## src/rtl/trs_pkg.sv

```systemverilog
// Shared constants, types and helper functions for the TRS matrix builder.
package trs_pkg;

    localparam int FRAC_BITS  = 16;
    localparam int TRIG_STEPS = 16;
    localparam int CORDIC_MAX = 24;
    localparam int NSTEPS     = (TRIG_STEPS > CORDIC_MAX) ? CORDIC_MAX : TRIG_STEPS;
    localparam int CW         = 34;
    localparam int TW         = FRAC_BITS + 4;
    // Multiplier operand width: covers the gains and every trig-derived term.
    localparam int OW         = (FRAC_BITS + 3 > 24) ? FRAC_BITS + 3 : 24;
    localparam int PW         = 2 * OW;
    localparam logic signed [CW-1:0] CORDIC_K = 34'sd652032874;
    localparam logic signed [23:0] OUT_MAX = 24'sh7FFFFF;
    localparam logic signed [23:0] OUT_MIN = 24'sh800000;

    typedef logic signed [CW-1:0] cval_t;
    typedef logic signed [TW-1:0] trig_t;
    typedef logic [1:0] quad_t;

    // State handed from one CORDIC cell to the next, three angles in parallel.
    typedef struct packed {
        cval_t [2:0] x;
        cval_t [2:0] y;
        cval_t [2:0] z;
        quad_t [2:0] q;
    } cordic_t;

    typedef struct packed {
        logic [31:0] mx;
        logic [31:0] my;
        logic [31:0] mz;
        logic [23:0] gx;
        logic [23:0] gy;
        logic [23:0] gz;
    } side_t;

    function automatic cval_t atan_val(input int i);
        cval_t t;
        case (i)
            0: t = 34'sd536870912;  1: t = 34'sd316933406;
            2: t = 34'sd167458907;  3: t = 34'sd85004756;
            4: t = 34'sd42667331;   5: t = 34'sd21354465;
            6: t = 34'sd10679838;   7: t = 34'sd5340245;
            8: t = 34'sd2670163;    9: t = 34'sd1335087;
            10: t = 34'sd667544;    11: t = 34'sd333772;
            12: t = 34'sd166886;    13: t = 34'sd83443;
            14: t = 34'sd41722;     15: t = 34'sd20861;
            16: t = 34'sd10430;     17: t = 34'sd5215;
            18: t = 34'sd2608;      19: t = 34'sd1304;
            20: t = 34'sd652;       21: t = 34'sd326;
            22: t = 34'sd163;       default: t = 34'sd81;
        endcase
        return t;
    endfunction

    // Round a product of two FRAC_BITS values back to FRAC_BITS.
    function automatic logic signed [PW-1:0] rnd(input logic signed [PW-1:0] p);
        logic signed [PW-1:0] t;
        t = p + (PW'(1) <<< (FRAC_BITS - 1));
        return t >>> FRAC_BITS;
    endfunction

    function automatic logic signed [23:0] sat24(input logic signed [PW-1:0] v);
        logic signed [23:0] r;
        if (v > PW'(OUT_MAX)) begin
            r = OUT_MAX;
        end else if (v < PW'(OUT_MIN)) begin
            r = OUT_MIN;
        end else begin
            r = v[23:0];
        end
        return r;
    endfunction

endpackage

```

## src/rtl/trs_cordic_cell.sv

```systemverilog
// One CORDIC micro-rotation stage for three angles, with side data carried along.
module trs_cordic_cell (
    input  logic              aclk,
    input  logic              aresetn,
    input  logic              adv,
    input  logic [4:0]        step,
    input  logic              vld_in,
    input  trs_pkg::cordic_t  c_in,
    input  trs_pkg::side_t    s_in,
    output logic              vld_out,
    output trs_pkg::cordic_t  c_out,
    output trs_pkg::side_t    s_out
);
    import trs_pkg::*;

    logic    vld_reg;
    cordic_t c_reg, c_next;
    side_t   s_reg;
    cval_t   atn;

    assign atn = atan_val(int'(step));

    always_comb begin
        c_next = c_in;
        for (int k = 0; k < 3; k++) begin
            if (!c_in.z[k][CW-1]) begin
                c_next.x[k] = c_in.x[k] - (c_in.y[k] >>> step);
                c_next.y[k] = c_in.y[k] + (c_in.x[k] >>> step);
                c_next.z[k] = c_in.z[k] - atn;
            end else begin
                c_next.x[k] = c_in.x[k] + (c_in.y[k] >>> step);
                c_next.y[k] = c_in.y[k] - (c_in.x[k] >>> step);
                c_next.z[k] = c_in.z[k] + atn;
            end
        end
    end

    always_ff @(posedge aclk) begin
        if (!aresetn) begin
            vld_reg <= 1'b0;
        end else if (adv) begin
            vld_reg <= vld_in;
        end
        if (adv) begin
            c_reg <= c_next;
            s_reg <= s_in;
        end
    end

    assign vld_out = vld_reg;
    assign c_out   = c_reg;
    assign s_out   = s_reg;
endmodule

```

## config.mk

```make
export PLATFORM = sky130hd
export DESIGN_NAME = trs_cordic_cell
export DESIGN_NICKNAME = d
export VERILOG_FILES = /design/src/rtl/trs_pkg.sv /design/src/rtl/trs_cordic_cell.sv
export SDC_FILE = /design/constraint.sdc
export NUM_CORES = 2
export LEC_CHECK = 0
export CORE_AREA = 3 3 379 381
export CTS_BUF_LIST = sky130_fd_sc_hd__clkbuf_8 sky130_fd_sc_hd__clkbuf_16
export CTS_CLUSTER_DIAMETER = 80
export DETAILED_ROUTE_END_ITERATION = 8
export DIE_AREA = 0 0 382 384
export DONT_BUFFER_PORTS = 1
export PLACE_DENSITY = 0.59
export SYNTH_ARGS = -nofsm -noshare
export SYNTH_HDL_FRONTEND = slang
export SYNTH_SLANG_ARGS = --single-unit
```

## constraint.sdc

```tcl
create_clock -name aclk -period 13.02 [get_ports aclk]
set_input_delay 3.255 -clock aclk [delete_from_list [all_inputs] [get_ports aclk]]
set_output_delay 3.255 -clock aclk [all_outputs]
set_load 0.01 [all_outputs]
```

Word-level counts from Yosys, hierarchy flattened
Memories as Yosys holds them, arrays and structs flattened.
Index checks and enable logic that the tools add are counted.
- logic and storage cells: 53
- bits in read-only memories: 960
- input port bits: 489
- flip-flop bits (word level): 481
- output and inout port bits: 481
- memories kept: 1
- memories (memory ; depth ; width ; rd ports ; clocked after Yosys merged registers in ; wr ports ; RTL line ; text):
    (name not given) ; 32 ; 30 ; 1 ; 0 ; 0 ; trs_pkg.sv:40 ; case (i)
- $add $sub $neg: 18
- multiplexer cells: 9
- shift operators: 6
- operators by type and width (cell ; count):
    34-bit adder ; 9
    34-bit 2-to-1 mux ; 9
    34-bit subtractor ; 9
    34-bit by 5-bit >>> shifter with 34-bit output ; 6

Logic depth before layout (Yosys ltp)
- depth after elaboration: 3
- gate-level depth with buffers: 34
- gate-level depth less buffers: 26

Worst setup path before layout
No wires, ideal clock.
- kind: input-to-reg
- start point: in step[1]
- end point: reg c_reg (netlist bit c_out[37]), data pin
- required time: 12.758 ns
- buffers on the path: 8
- arrival time: 9.412 ns
- stages on the path: 30
- setup slack: 3.346 ns
- cells stage by stage: buf_4 > inv_1 > buf_4 > buf_4 > buf_2 > buf_4 > buf_2 > buf_2 > ha_1 > nand2b_1 > a311oi_1 > a21oi_1 > o21ai_1 > nor4_2 > nand2_1 > or3_1 > or3_1 > nand2_1 > mux2i_1 > ha_1 > clkbuf_1 > a21o_1 > a21oi_1 > o21ai_0 > a31oi_1 > o21ai_0 > a31o_2 > o41a_1 > a211oi_1 > xnor2_1
- RTL lines (what ; RTL line ; text):
    from (decl) ; trs_cordic_cell.sv:6 ; input logic [4:0] step,
    to (signal assigned) ; trs_cordic_cell.sv:45 ; c_reg <= c_next;
    to (decl) ; trs_cordic_cell.sv:17 ; cordic_t c_reg, c_next;

==> summary.txt <==
Critical path
  • Kind of critical path: in2reg
  • Crit-path max cell delay: 740 ps
  • CP arrival: 10430 ps
  • Reg2Reg Depth: 2
  • Crit start category: input pin
  • R2r endpoint: vld_out
  • Slowest cell on the critical path: inv_2
  • Reg-to-reg critical path startpoint: vld_out
  • CP max FO: 340
  • CP required: 13440 ps
  • Crit end category: flop
  • Reg2Reg Setup Slack: 12370 ps
  • Worst-path cell chain: inv_2, ha_1, nand2b_1, a21oi_1, o21ai_0, nand3_1, nor4_2, nand2_1, nor3b_1, nor2_1, xnor2_1, ha_1, and3_1, a221oi_1, nor2_1, a211oi_1, a21oi_1, a311oi_1, o211ai_1, a21o_1, a41oi_1, xnor2_1

Clocking
  • Post-CTS Resized: 0
  • Clk pin slew, worst setup/hold paths: 70 ps
  • CTS Buf Count: 59
  • Clock sink count: 481
  • Hold-fix buffers, CTS: 0
  • CTS tree: yes
  • Root buffer cell: clkbuf_16
  • H-tree depth: 2
  • Post-CTS Setup Inserts: 0
  • Worst-Skew Late Latency: 670 ps
  • Clock Tree Buf Depth: 3

Synthesis
  • Post-synthesis sequential area ratio: 29.0%
  • Post-synth EDFFs: 480
  • FF+latch count, synth: 481
  • Main flop type after synthesis: edfxtp_1
  • Post-Syn Nets: 5930
  • Async SR Flop Fraction: 0%
  • Mapped Cells: 5120
  • Post-synth cell types: 114
  • Ys Warns: 0
  • Netlist Area Pre-Place: 49700 sq um
  • Avg Synthesized Cell Area: 9.71 sq um

Timing
  • Minimum clock period: 10010 ps
  • Pins Over Slew Limit: 423
  • Normalized max-slew margin: -206%
  • Setup Skew: 0 ps
  • Final hold vios: 0
  • # setup viols final: 0
  • Period utilization: 76.9%
  • RSZ-0062 raised after global routing: no
  • Worst Max-Slew Pin Slew: 4590 ps
  • Max frequency: 99.9 MHz
  • Setup_tns: 0 ps

Routing
  • DRT iter0 DRCs: 5201
  • DRC violations left: 0
  • WL/cell: 32.6 um
  • Vias: 43800
  • Routed Antenna Nets: 0
  • Vias per cell: 6.38
  • WL final: 224 mm
  • Drt pass-1 iters: 6

GRT
  • Global-route wire length before repair: 314 mm
  • Vias in the first global route: 41400
  • Global route total overflow: 0
  • GR Util All Layers: 29.2%
  • Initial antenna violation count: 45
  • Pin count of the biggest net entering global routing: 482

Finish
  • # nets final: 5733
  • Fillers: 14000
  • Layout area overhead: 6.29%
  • Final std cells w/o fill: 6876
  • Layout cells sized above 1: 11.0%

Worst hold path
  • Hold crit path type: reg2reg
  • Critical hold path startpoint: vld_out
  • WHS Path Cells: 2
  • Hold Path End: vld_out

Floorplanning
  • FP Rows: 138
  • Total I/O pin count: 970
  • Die Ht: 384 um
  • Initial Utilization: 35.3%
  • Die W: 382 um
  • Full die area: 147000 sq um
  • Core Box Area: 141000 sq um

Flow run
  • Max Cap Viol: 0

Outcome
  • Outcome: finished with violations
  • Failing checks: max-slew violations

Power
  • VDD IR max: 0.000120 V
  • Leakage Power: 19.9 nW
  • Power per Cell Area: 128 nW/um^2

Place
  • Placed Cells: 6752
  • Gpl congestion: 0.981
  • DP HPWL: 173 mm
  • I/O Buffers: 0
==> placed cells by master (no fill, tap or decap), drive strengths merged, types with 34 or more instances in the layout <==
| master | instances |
|---|---|
| edfxtp | 480 |
| nand2 | 416 |
| nor2 | 413 |
| a21oi | 407 |
| ha | 312 |
| xnor2 | 301 |
| o21ai | 280 |
| mux4 | 238 |
| mux2i | 228 |
| xor2 | 162 |
| inv | 142 |
| a21o | 128 |
| nand3 | 112 |
| mux2 | 94 |
| nor3 | 92 |
| a31oi | 81 |
| o22ai | 70 |
| o21a | 66 |
| nand2b | 63 |
| a211oi | 62 |
| clkbuf | 59 |
| and3 | 55 |
| and2 | 54 |
| nor2b | 53 |
| o21bai | 43 |
| o211ai | 41 |
| a22oi | 36 |
| buf | 34 |
==> final cells by class <==
cell class	instances	area, sq um	area share [%]
antenna	13	32.5	0.0616
clock buffer	59	1480	2.80
clock inverter	52	477	0.903
inverter	123	468	0.886
multi-input combinational	4224	33300	63.0
sequential	481	14400	27.3
tap	1890	2360	4.48
timing repair buffer	34	268	0.507
==> routing by layer <==
metal	track usage, %	part of all wire, %	up-vias
li1	-	-	19300
met1	36.2	38	21400
met2	46.5	45	2600
met3	9.43	11	534
met4	12.2	5.2	18
met5	0	0.058	-
==> worst max-delay path by stage <==
stage,depth (start not counted),slack (ps),end,from
floorplan,30,3350,c_out[37],step[1]
global placement,21,2990,c_out[239],step[2]
detailed placement,23,2880,c_out[106],step[0]
CTS,23,3580,c_out[106],step[0]
global route,22,2620,c_out[106],step[0]
finish,22,3010,c_out[106],step[0]
==> cell usage after synthesis (82+ instances only) <==
cell type / number / area share, %
edfxtp_1: 480 / 29
nand2_1: 414 / 3.1
nor2_1: 412 / 3.1
a21oi_1: 405 / 4.1
ha_1: 312 / 7.9
xnor2_1: 301 / 5.3
o21ai_0: 265 / 2.7
mux4_2: 234 / 11
mux2i_1: 228 / 4.6
xor2_1: 162 / 2.9
a21o_1: 128 / 1.9
clkbuf_1: 122 / 0.92
inv_1: 120 / 0.91
nand3_1: 111 / 1.1
mux2_2: 82 / 1.9
nor3_1: 82 / 0.83
==> state kept, by name, summed over array words and instances (netlist names) <==
name,count
c_out,312
s_out,168
vld_out,1
==> cell families after synthesis <==
group                      count (synthesis)  share of synthesized area, %
AOI/OAI and AO/OA                       1484                          19.5
and+or+nand+nor                         1395                          13.4
muxes                                    560                          17.6
DFF                                      481                          29.0
xor gates and xnor gates                 464                          8.21
buffers and inverters                    415                          4.03
adders and majority gates                321                          8.22
==> power by group <==
group | internal (mW) | switching [mW]
Sequential | 2.17 | 0.366
Combinational | 1.06 | 1.49
Clock | 0.907 | 0.751
==> critical path: cells and delay by family <==
kind	cells	cell delay, ps
buffers and inverters	1	740
xor gates and xnor gates	2	250
and+or+nand+nor	8	1760
AOI/OAI and AO/OA	9	2990
adders and majority gates	2	910
==> stage by stage <==
| step | hold WS [ps] | cell area [sq um] | util (%) | power (mW) | setup slack (ps) |
|---|---|---|---|---|---|
| finish | 580 | 52800 | 37.5 | 6.74 | 3010 |
| global route | 629 | 52800 | 37.5 | 7.09 | 2620 |
| CTS | 582 | 52800 | 37.5 | 6.75 | 3580 |
| detailed placement | 572 | 50800 | 36.1 | 5.06 | 2880 |
| global placement | 557 | 50800 | 36.1 | 5.06 | 2990 |
| floorplan | 538 | 49700 | - | 4.37 | 3350 |
(Power assumes the default switching activity.)
